<file path="config.mk">
export PLATFORM = sky130hd
export DESIGN_NAME = qtef_trace
export DESIGN_NICKNAME = d
export VERILOG_FILES = /design/src/hdl/qtef_pkg.sv /design/src/hdl/qtef_trace.sv
export SDC_FILE = /design/constraint.sdc
export NUM_CORES = 1
export LEC_CHECK = 0
export ABC_AREA = 1
export BUFFER_PORTS_ARGS = -buffer_cell sky130_fd_sc_hd__buf_2
export CAP_MARGIN = 20
export CORE_UTILIZATION = 47
export DETAILED_ROUTE_END_ITERATION = 6
export GPL_TIMING_DRIVEN = 0
export HOLD_SLACK_MARGIN = 0.12
export PLACE_DENSITY = 0.66
export SETUP_SLACK_MARGIN = 0.15
export SLEW_MARGIN = 20
export SYNTH_ARGS = -nofsm -noshare
export SYNTH_HDL_FRONTEND = slang
export SYNTH_SLANG_ARGS = --single-unit
</file>
<file path="constraint.sdc">
create_clock -name clk_i -period 10 [get_ports clk_i]
set_clock_uncertainty 0.15 [all_clocks]
set_input_delay 1 -clock clk_i [delete_from_list [all_inputs] [get_ports clk_i]]
set_output_delay 1 -clock clk_i [all_outputs]
set_load 0.01 [all_outputs]
</file>
<file path="src/hdl/qtef_pkg.sv">
package qtef_pkg;

  // Q16.16 value and the exact product of two of them
  typedef logic signed [31:0] fx_t;
  typedef logic signed [63:0] prod_t;

  // advance enables of the two register stages inside one pipeline module
  typedef struct packed {
    logic adv_a;
    logic adv_b;
  } stg_ctl_t;

  localparam int unsigned NUM_STAGES = 10;
  localparam int unsigned NUM_Q      = 5;
  localparam int unsigned CFG_W      = 31;
  localparam int unsigned CFG_IDX_W  = 3;

  // component slots of the five independent tensor entries
  localparam int unsigned IDX_XX = 0;
  localparam int unsigned IDX_XY = 1;
  localparam int unsigned IDX_XZ = 2;
  localparam int unsigned IDX_YY = 3;
  localparam int unsigned IDX_YZ = 4;

  // configuration register indexes
  localparam logic [CFG_IDX_W-1:0] REG_WAVE_X = 3'd0;
  localparam logic [CFG_IDX_W-1:0] REG_WAVE_Y = 3'd1;
  localparam logic [CFG_IDX_W-1:0] REG_WAVE_Z = 3'd2;
  localparam logic [CFG_IDX_W-1:0] REG_L1     = 3'd3;
  localparam logic [CFG_IDX_W-1:0] REG_L2     = 3'd4;

  localparam logic [CFG_W-1:0] CFG_RESET   = 31'd65536;
  localparam fx_t              Q_MAX       = 32'sh7fffffff;
  localparam fx_t              Q_MIN       = 32'sh80000000;
  localparam fx_t              ONE_THIRD_Q = 32'sd21845;

  // clamp a wide signed value into Q16.16
  function automatic fx_t sat32(input logic signed [65:0] v);
    if (v > 66'(Q_MAX)) begin
      return Q_MAX;
    end else if (v < 66'(Q_MIN)) begin
      return Q_MIN;
    end
    return fx_t'(v[31:0]);
  endfunction

  // drop 16 fraction bits, rounding half up, then clamp
  function automatic fx_t fx_round(input prod_t p);
    logic signed [64:0] r;
    logic signed [48:0] sh;
    r  = 65'(p) + 65'sd32768;
    sh = 49'(r >>> 16);
    return sat32(66'(sh));
  endfunction

  // product with one half under the same rounding: floor((x+1)/2)
  function automatic fx_t half_q(input fx_t x);
    logic signed [32:0] t;
    t = 33'(x) + 33'sd1;
    return fx_t'(t[32:1]);
  endfunction

endpackage

</file>
<file path="src/hdl/qtef_trace.sv">
module qtef_trace import qtef_pkg::*; (
  input  logic     clk_i,
  input  stg_ctl_t ctl_i,
  input  fx_t      s_i,
  input  fx_t      sv_i [NUM_Q],
  input  fx_t      a_i [NUM_Q],
  output fx_t      sv_o [NUM_Q],
  output fx_t      a_o [NUM_Q]
);

  prod_t pt_d, pt_q;
  fx_t   sv7_q [NUM_Q];
  fx_t   a7_q [NUM_Q];
  fx_t   a8_q [NUM_Q];
  fx_t   t;
  fx_t   sv_d [NUM_Q];
  fx_t   sv_q [NUM_Q];

  // stage A: divide the trace sum by three
  assign pt_d = s_i * ONE_THIRD_Q;

  always_ff @(posedge clk_i) begin
    if (ctl_i.adv_a) begin
      pt_q  <= pt_d;
      sv7_q <= sv_i;
      a7_q  <= a_i;
    end
  end

  // stage B: subtract the trace share from the diagonal terms
  always_comb begin
    t            = fx_round(pt_q);
    sv_d         = sv7_q;
    sv_d[IDX_XX] = sat32(66'(sv7_q[IDX_XX]) - 66'(t));
    sv_d[IDX_YY] = sat32(66'(sv7_q[IDX_YY]) - 66'(t));
  end

  always_ff @(posedge clk_i) begin
    if (ctl_i.adv_b) begin
      sv_q <= sv_d;
      a8_q <= a7_q;
    end
  end

  assign sv_o = sv_q;
  assign a_o  = a8_q;

endmodule

</file>
==> flow_summary.toml <==
[outcome]
status = "completed"

[finish]
synthToLayoutAreaGrowth_pct = 19.96
seqCellArea_um2 = 20210
fin_nets = 4601
multi_input_area_um2 = 13400
num-fill-cells = 6503
drive_gt1_share_pct = 22.19

[detailed_routing]
initialDrtViolationCount = 1716
wire_per_inst_um = 20.34
via_per_inst = 4.977
antenna_left = 0
dr.pass1.iters = 7
wirelength_um = 98570
vias = 24110
drcViolationCount = 0

[yosys]
synthXorXnorAreaFrac_pct = 2.291
yosysWarnings = 0
syn_nets = 3849
synthSimpleGateAreaFrac_pct = 11.14
ys_seq_elements = 673
synth_ff_type = "edfxtp_1"
syn_inst = 3042
avgSynthCellArea_um2 = 11.82
muxShareOfSynthArea_pct = 0
synth_compound_area_share_pct = 4.094
synth_fa_ha_area_share_pct = 19.77
async_flop_share_pct = 0
ys_types = 46
yosysSeqAreaShare_pct = 56.23
synth-edff-count = 673
netlist_area_um2 = 35940
synth_top_family_by_area = "adder cells"

[floorplan]
std_cell_rows = 101
fp.dieH_um = 278.5
die_w_um = 278.5
initial_core_util_pct = 47.40
die_area_um2 = 77580
pin_count = 675
coreArea_um2 = 75820

[power_and_ir_drop]
power.density_nw_per_um2 = 362.1
p_int_w = 0.008547
peakVddDrop_mv = 0.2509
power.share.clock_pct = 16.7
power.total_w = 0.01561
seq_power_share_pct = 26.3
p_leak_nw = 19.85
p_sw_share_pct = 45.25
p_sw_w = 0.007064
power_frac_comb_pct = 57.0

[timing]
worstMarginPinSlew_ns = 0.8992
fmax_ghz = 0.1604
fin_crit_ns = 6.236
final-setup-viol-count = 0
slew_headroom_pct = 40.05
min_period_over_period_pct = 62.36
hold_viol = 0
setup_ws_ns = 3.764
rsz0062_at_grt = "no"
drv_slew = 0
finalSetupTns_ns = 0

[min_path]
hold_class = "register to register"

[critical_path]
crit_top_cell = "fa_1"
worstSetupStartpoint = "s_i[31]"
r2r_end = "sv_o[157]$_DFFE_PP_"
reg2reg_slack_ns = 4.38
crit_fanout = 27
path_cells = "buf_2, inv_1, fa_1, inv_1, fa_1, fa_1, fa_1, fa_1, ha_1, nand2_1, nor2_1, inv_1, nor4_1, o211ai_1, nand3_1, xor2_1"
cp.required_ns = 10.27
cp-start-kind = "input pin"
reg2reg_depth = 30
cp-endpoint = "pt_q[40]$_DFFE_PP_"
reg2reg_from = "pt_q[15]$_DFFE_PP_"
endpoint_kind = "register"
slowest_delay_ns = 0.61
cp_slowest_cell = "fa_1"
worst_ep_arrival_time_ns = 6.51
critical_path_class = "input pin to register"

[clock_tree]
clock_latency_ns = 0.63
cts.path.max_buffers = 3
root_buffer = "clkbuf_16"
cts_buffers = 70
hold_buffers = 0
numClockSinks = 673
cts_max_level = 3
post_cts_buffers = 0
clk_pin_slew_ns = 0.06
tritoncts = "built"
cts_resized = 0

[run]
max_cap_violations = 0

[placement]
post-place-ws_ns = 3.141
hpwl_um = 80030
gp_congestion = 0.9245
io_buffer_count = 674

[global_route]
grt_util_all_layers_pct = 25.20
grt_pass1_vias = 23760
grt.overflow.total = 0
grt_max_degree = 102
grt_antenna_before_repair = 34
grt_pass1_wl_um = 143700
[critical path, delay by kind of cell]
kind                       cells  cell delay, ns
adders and majority gates      6            3.04
and+or+nand+nor                4            1.05
buffers and inverters          4            0.90
AOI/OAI and AO/OA              1            0.30
xor gates and xnor gates       1            0.20
[cell type report]
class                      instances  share of cell area, %
multi-input combinational       1761                  31.08
inverter                         591                  5.145
sequential                       673                  46.87
tap                              978                  2.838
clock inverter                    51                  1.326
timing repair buffer             680                  8.253
antenna                           18                 0.1045
buffer                            17                 0.2612
clock buffer                      76                  4.115
[metrics by stage]
stage | hold WS (ns) | utilization (%) | std cells | instance area [um2]
after floorplan | 0.2503 | - | 3042 | 35940
after global placement | 0.2501 | 53.47 | 4694 | 40540
after detailed placement | 0.2545 | 53.71 | 4700 | 40720
after CTS | 0.2462 | 56.80 | 4827 | 43070
after global routing | 0.2534 | 56.83 | 4836 | 43090
final | 0.2449 | 56.86 | 4845 | 43120
[cell families after synthesis]
family          count (synthesis)
compound gates                265
xor+xnor                       94
fa+ha+maj                     452
buf+inv                       608
flops                         673
simple gates                  950
[power groups by stage]
stage          registers [W]  clock network [W]  logic, W
2_1_floorplan        0.00424                  0   0.00616
6_report             0.00411            0.00261   0.00890
3_5_place_dp         0.00417                  0   0.00884
4_1_cts              0.00411            0.00266   0.00889
3_3_place_gp         0.00418                  0   0.00877
5_1_grt              0.00414            0.00276    0.0100
[cell usage in the layout, fill, tap and decap left out, types with 11 or more instances in the layout]
master     Yosys  final
nand2_2       20     20
nor4_1        12     12
fa_1         193    193
xor2_1        61     61
nand2_1      577    577
nor2_1       167    167
clkbuf_16      0     70
ha_1         259    259
clkinv_1       0     16
nor3_1        28     28
xnor2_1       33     33
nand4_1       26     26
o21ai_0       69     69
a31oi_1       18     18
buf_2          9    681
inv_1        587    587
diode_2        0     18
nand3_1       83     83
nor2_2        11     11
a21oi_1      137    137
edfxtp_1     673    673
[sequential cells by signal, summed over array words and instances (netlist names)]
name / count
a7_q: 160
a_o: 160
sv7_q: 160
sv_o: 160
pt_q: 33
[layer usage]
metal | GRT usage [%] | share of wire (%) | vias up
met5 | 0 | 0.13 | -
met4 | 11.07 | 4.4 | 22
met3 | 6.237 | 7.6 | 182
met2 | 42.19 | 48 | 790
met1 | 30.94 | 40 | 11500
li1 | - | - | 11620
[cell usage after synthesis, types with 5 or more instances]
cell	n	area [um2]
a21o_1	5	37.54
a21oi_1	137	685.7
a31oi_1	18	112.6
buf_2	9	45.04
buf_6	5	56.30
edfxtp_1	673	20210
fa_1	193	3864
ha_1	259	3241
inv_1	587	2203
nand2_1	577	2166
nand2_2	20	125.1
nand3_1	83	415.4
nand3_2	6	60.06
nand3b_1	6	45.04
nand4_1	26	162.7
nor2_1	167	626.9
nor2_2	11	68.82
nor3_1	28	140.1
nor4_1	12	75.07
o21a_1	9	67.56
o21ai_0	69	345.3
o21bai_1	5	37.54
xnor2_1	33	289.0
xor2_1	61	534.3
[worst min path at each step]
stage                                   start                 end  slack (ns)  cells past startpoint
after detailed placement  a7_q[108]$_DFFE_PP_  a_o[108]$_DFFE_PP_        0.25                      0
final                       a7_q[7]$_DFFE_PP_    a_o[7]$_DFFE_PP_        0.24                      0
after floorplan             a7_q[0]$_DFFE_PP_    a_o[0]$_DFFE_PP_        0.25                      0
after global placement     a7_q[78]$_DFFE_PP_   a_o[78]$_DFFE_PP_        0.25                      0
after CTS                   a7_q[7]$_DFFE_PP_    a_o[7]$_DFFE_PP_        0.25                      0
after global routing       a7_q[58]$_DFFE_PP_   a_o[58]$_DFFE_PP_        0.25                      0
Note: power is estimated with default switching activity, not from simulation.
