## src/hdl/qtef_pkg.sv

```systemverilog
package qtef_pkg;

  // Q16.16 value and the exact product of two of them
  typedef logic signed [31:0] fx_t;
  typedef logic signed [63:0] prod_t;

  // advance enables of the two register stages inside one pipeline module
  typedef struct packed {
    logic adv_a;
    logic adv_b;
  } stg_ctl_t;

  localparam int unsigned NUM_STAGES = 10;
  localparam int unsigned NUM_Q      = 5;
  localparam int unsigned CFG_W      = 31;
  localparam int unsigned CFG_IDX_W  = 3;

  // component slots of the five independent tensor entries
  localparam int unsigned IDX_XX = 0;
  localparam int unsigned IDX_XY = 1;
  localparam int unsigned IDX_XZ = 2;
  localparam int unsigned IDX_YY = 3;
  localparam int unsigned IDX_YZ = 4;

  // configuration register indexes
  localparam logic [CFG_IDX_W-1:0] REG_WAVE_X = 3'd0;
  localparam logic [CFG_IDX_W-1:0] REG_WAVE_Y = 3'd1;
  localparam logic [CFG_IDX_W-1:0] REG_WAVE_Z = 3'd2;
  localparam logic [CFG_IDX_W-1:0] REG_L1     = 3'd3;
  localparam logic [CFG_IDX_W-1:0] REG_L2     = 3'd4;

  localparam logic [CFG_W-1:0] CFG_RESET   = 31'd65536;
  localparam fx_t              Q_MAX       = 32'sh7fffffff;
  localparam fx_t              Q_MIN       = 32'sh80000000;
  localparam fx_t              ONE_THIRD_Q = 32'sd21845;

  // clamp a wide signed value into Q16.16
  function automatic fx_t sat32(input logic signed [65:0] v);
    if (v > 66'(Q_MAX)) begin
      return Q_MAX;
    end else if (v < 66'(Q_MIN)) begin
      return Q_MIN;
    end
    return fx_t'(v[31:0]);
  endfunction

  // drop 16 fraction bits, rounding half up, then clamp
  function automatic fx_t fx_round(input prod_t p);
    logic signed [64:0] r;
    logic signed [48:0] sh;
    r  = 65'(p) + 65'sd32768;
    sh = 49'(r >>> 16);
    return sat32(66'(sh));
  endfunction

  // product with one half under the same rounding: floor((x+1)/2)
  function automatic fx_t half_q(input fx_t x);
    logic signed [32:0] t;
    t = 33'(x) + 33'sd1;
    return fx_t'(t[32:1]);
  endfunction

endpackage

```

## src/hdl/qtef_front.sv

```systemverilog
module qtef_front import qtef_pkg::*; (
  input  logic                  clk_i,
  input  stg_ctl_t              ctl_i,
  input  logic signed [8:0]     kx_i,
  input  logic signed [8:0]     ky_i,
  input  logic signed [8:0]     kz_i,
  input  logic [CFG_W-1:0]      k_sq_i,
  input  fx_t                   q_i [NUM_Q],
  input  logic [CFG_W-1:0]      wave_x_i,
  input  logic [CFG_W-1:0]      wave_y_i,
  input  logic [CFG_W-1:0]      wave_z_i,
  input  logic [CFG_W-1:0]      l1_i,
  output fx_t                   k_o [3],
  output fx_t                   q_o [NUM_Q],
  output fx_t                   zz_o,
  output fx_t                   dmy_o
);

  logic signed [40:0] pk_d [3];
  logic signed [40:0] pk_q [3];
  logic [61:0]        pl1_d, pl1_q;
  logic signed [33:0] zsum;
  fx_t                zz1_d, zz1_q, zz2_q;
  fx_t                q1_q [NUM_Q];
  fx_t                q2_q [NUM_Q];
  fx_t                k_d [3];
  fx_t                k_q [3];
  fx_t                l1k_r, dmy_d, dmy_q;

  // stage A: wave products, L1*k2, zz entry
  always_comb begin
    pk_d[0] = kx_i * $signed({1'b0, wave_x_i});
    pk_d[1] = ky_i * $signed({1'b0, wave_y_i});
    pk_d[2] = kz_i * $signed({1'b0, wave_z_i});
    pl1_d   = l1_i * k_sq_i;
    zsum    = -(34'(q_i[IDX_XX]) + 34'(q_i[IDX_YY]));
    zz1_d   = sat32(66'(zsum));
  end

  always_ff @(posedge clk_i) begin
    if (ctl_i.adv_a) begin
      pk_q  <= pk_d;
      pl1_q <= pl1_d;
      zz1_q <= zz1_d;
      q1_q  <= q_i;
    end
  end

  // stage B: clamp the wave vector, finish -L1*k2
  always_comb begin
    for (int i = 0; i < 3; i++) begin
      k_d[i] = sat32(66'(pk_q[i]));
    end
    l1k_r = fx_round($signed({2'b00, pl1_q}));
    dmy_d = sat32(-66'(l1k_r));
  end

  always_ff @(posedge clk_i) begin
    if (ctl_i.adv_b) begin
      k_q   <= k_d;
      dmy_q <= dmy_d;
      zz2_q <= zz1_q;
      q2_q  <= q1_q;
    end
  end

  assign k_o   = k_q;
  assign q_o   = q2_q;
  assign zz_o  = zz2_q;
  assign dmy_o = dmy_q;

endmodule

```

## config.mk

```make
export PLATFORM = sky130hd
export DESIGN_NAME = qtef_front
export DESIGN_NICKNAME = d
export VERILOG_FILES = /design/src/hdl/qtef_pkg.sv /design/src/hdl/qtef_front.sv
export SDC_FILE = /design/constraint.sdc
export NUM_CORES = 2
export LEC_CHECK = 0
export BUFFER_PORTS_ARGS = -buffer_cell sky130_fd_sc_hd__buf_4
export CAP_MARGIN = 20
export CORE_ASPECT_RATIO = 1.1
export CORE_MARGIN = 10
export CORE_UTILIZATION = 35
export CTS_BUF_LIST = sky130_fd_sc_hd__clkbuf_2 sky130_fd_sc_hd__clkbuf_4 sky130_fd_sc_hd__clkbuf_8
export CTS_CLUSTER_SIZE = 28
export DETAILED_ROUTE_END_ITERATION = 10
export HOLD_SLACK_MARGIN = 0.12
export PLACE_DENSITY = 0.62
export SYNTH_ARGS = -nofsm -noshare
export SYNTH_HDL_FRONTEND = slang
export SYNTH_SLANG_ARGS = --single-unit
```

## constraint.sdc

```tcl
create_clock -name clk_i -period 15.05 [get_ports clk_i]
set_input_delay 3.01 -clock clk_i [delete_from_list [all_inputs] [get_ports clk_i]]
set_output_delay 3.01 -clock clk_i [all_outputs]
set_load 0.1 [all_outputs]
```

==> flow_metrics.py <==
metrics = {
    "worst_hold_path": {
        "hp-class": "reg2reg",
    },
    "worst_setup_path": {
        "crit_type": "in2reg",
        "cp_max_fo": 31,
        "crit_family": "adder cells",
        "crit_required_ns": 15.60,
        "critPathMaxStageDelay_ns": 0.76,
        "crit_path_start_kind": "primary input",
        "arrival_ns": 11.24,
        "crit_slowest_cell": "o41ai_1",
        "end_kind": "flop",
        "cpMostUsedCell": "fa_1",
        "crit_buf_inv": 7,
    },
    "synthesis": {
        "ys_seq_elements": 682,
        "yosysSeqAreaShare": 0.249,
        "synthArstFlopShare": 0,
        "syn_inst": 7964,
        "ys_warn_count": 0,
        "synth_area_leaders": "fa_1 35%, edfxtp_1 25%, ha_1 9.4%, inv_1 7.1%, nand2_1 6.1%",
        "netlist_area_um2": 82100,
        "synth_edf_count": 682,
        "synth_largest_area_cell": "fa_1",
        "synthFlopType": "edfxtp_1",
        "yosysTopAreaCellShare": 0.353,
        "synth_cell_types": 88,
        "synth_area_per_cell_um2": 10.3,
    },
    "floorplanning": {
        "die_area_um2": 254000,
        "fp.dieW_um": 482,
        "start_util": 0.352,
        "die_y_um": 528,
        "core_area_um2": 233000,
        "rows": 186,
        "io_pins": 665,
    },
    "timing": {
        "period_share": 0.710,
        "fmax_mhz": 93.5,
        "holdWs_ns": 0.401,
        "clock_skew_ns": 0.0721,
        "setup_ws_ns": 4.36,
        "tns_ns": 0,
        "rsz0062_at_grt": "false",
        "setup_viol": 0,
        "drv_slew": 0,
        "maxSlewHeadroom": 0.281,
        "worstMarginPinSlew_ns": 1.07,
        "period_minus_slack_ns": 10.69,
        "finalHoldViolations": 0,
    },
    "clock_network": {
        "cts-htree-levels": 3,
        "cts_tree": "yes",
        "clock_sinks": 682,
        "clkTransAtPathRegs_ns": 0.07,
        "ctsLongestPathBuffers": 3,
        "ctsRootBufferMaster": "clkbuf_8",
        "clock_latency_ns": 0.81,
        "postCtsResizedCells": 0,
        "cts_inserted_buffers": 107,
        "cts_setup_buffers": 0,
        "cts_hold_buf": 0,
    },
    "placed_design": {
        "place_ws_ns": 3.49,
        "port_buffers": 664,
        "gp_congestion": 0.890,
        "dp_hpwl_um": 191000,
    },
    "global_routing": {
        "grt_usage": 0.188,
        "grt_pass1_wl_um": 372000,
        "grt_pass1_vias": 62896,
        "grt_max_degree": 145,
        "overflow": 0,
        "antenna_found_initial": 23,
    },
    "routing": {
        "wl_per_cell_um": 21.0,
        "dr_total_vias": 57469,
        "viasPerCell": 4.97,
        "routed_wl_um": 243000,
        "drt_iter0_drc": 3834,
        "drc": 0,
        "drtAntennaViolNets": 0,
        "firstDrtPassIters": 5,
    },
    "final_layout": {
        "fill_cells": 22683,
        "nNetsFinal": 10767,
        "area_growth_pct": 12.1,
        "drive_gt1_frac": 0.106,
    },
    "run_status": {
        "status": "finished clean",
    },
    "flow_run": {
        "max-cap-violations": 0,
    },
}
per-layer routing:
layer  part of all wire  vias up  GRT usage
li1                   -    25449          -
met2               0.50     2147      0.329
met5            0.00019        -          0
met1               0.38    29385      0.222
met3              0.071      480     0.0350
met4              0.052        8     0.0924
registers in the layout (all words and copies together), names as in the netlist:
signal	count
q1_q	160
q_o	160
pk_q	123
k_o	96
pl1_q	47
dmy_o	32
zz1_q	32
zz_o	32
placed cells by master (no fill, tap or decap), types with 9 or more instances in the layout:
| master | count |
|---|---|
| a211o_1 | 13 |
| a211oi_1 | 25 |
| a21o_1 | 100 |
| a21oi_1 | 136 |
| a31o_2 | 10 |
| a31oi_1 | 23 |
| and2_1 | 500 |
| and3_1 | 21 |
| and4_1 | 11 |
| buf_4 | 678 |
| bufinv_16 | 11 |
| clkbuf_4 | 18 |
| clkbuf_8 | 107 |
| clkinv_1 | 30 |
| clkinv_2 | 15 |
| diode_2 | 15 |
| edfxtp_1 | 682 |
| fa_1 | 1449 |
| ha_1 | 618 |
| inv_1 | 1544 |
| nand2_1 | 1342 |
| nand2b_1 | 112 |
| nand3_1 | 68 |
| nand4_1 | 31 |
| nor2_1 | 133 |
| nor2b_1 | 23 |
| nor3_1 | 48 |
| nor4_1 | 22 |
| o211ai_1 | 12 |
| o21a_1 | 93 |
| o21ai_0 | 124 |
| o21ai_1 | 31 |
| o21bai_1 | 16 |
| o31ai_1 | 11 |
| or2_2 | 9 |
| or3_1 | 11 |
| xnor2_1 | 135 |
| xor2_1 | 79 |
cells by family (layout without fill, tap and decap cells):
| group | after synthesis | in the layout | share of synthesized area |
|---|---|---|---|
| DFF | 682 | 682 | 0.249 |
| muxes | 7 | 7 | 0.000868 |
| buffers and inverters | 1945 | 2424 | 0.0893 |
| other | 1 | 17 | 0.0000457 |
| and+or+nand+nor | 2373 | 2373 | 0.136 |
| xor gates and xnor gates | 214 | 214 | 0.0228 |
| adders and majority gates | 2067 | 2067 | 0.447 |
| AOI/OAI and AO/OA | 675 | 675 | 0.0543 |
stage by stage:
step,cell area [um^2],util,cells
5_1_grt,92000,0.394,11557
4_1_cts,92000,0.394,11546
6_report,92000,0.394,11561
3_3_place_gp,89700,0.384,11348
3_5_place_dp,89700,0.384,11348
2_1_floorplan,82100,-,7965
area by class of cell:
cell class                 instances  area (um^2)  area share
multi-input combinational       5338        54400       0.591
sequential                       682        20500       0.222
inverter                        1544         5800      0.0630
timing repair buffer             682         5160      0.0561
tap                             3102         3880      0.0422
clock buffer                     125         1610      0.0175
clock inverter                    73          674     0.00733
antenna                           15         37.5    0.000408
final timing paths:
| path | end | slack, ns | cells after the start | startpoint |
|---|---|---|---|---|
| hold / removal | zz_o[1] | 0.40 | 0 | zz1_q[1] |
| setup reg to reg | dmy_o[15] | 7.75 | 19 | pl1_q[17] |
| setup / recovery | pl1_q[54] | 4.36 | 27 | l1_i[18] |
| hold reg to reg | zz_o[1] | 0.40 | 0 | zz1_q[1] |
synthesized netlist by cell type, drive strengths merged (13+ instances only):
master,count
and3,21
nor3,50
nand4,35
fa,1449
ha,618
a31oi,26
edfxtp,682
a211o,13
xor2,79
nor2b,23
o21a,93
o21bai,17
o21ai,155
nor2,135
nor4,24
and2,501
clkbuf,387
a21oi,136
a21o,100
nand2,1342
nand2b,112
a211oi,26
xnor2,135
buf,14
o31ai,14
inv,1544
nand3,71
worst reg2reg max path, delay by kind of cell, from the launching register on:
| kind | cells | cell delay [ns] |
|---|---|---|
| compound gates | 3 | 1.41 |
| fa+ha+maj | 2 | 0.50 |
| buf+inv | 1 | 0.17 |
| flops | 1 | 0.51 |
| mux | 1 | 0.33 |
| simple gates | 12 | 4.04 |
Power is not shown: default switching activity piles up to over one toggle a cycle in this logic, so the estimate is an artifact.
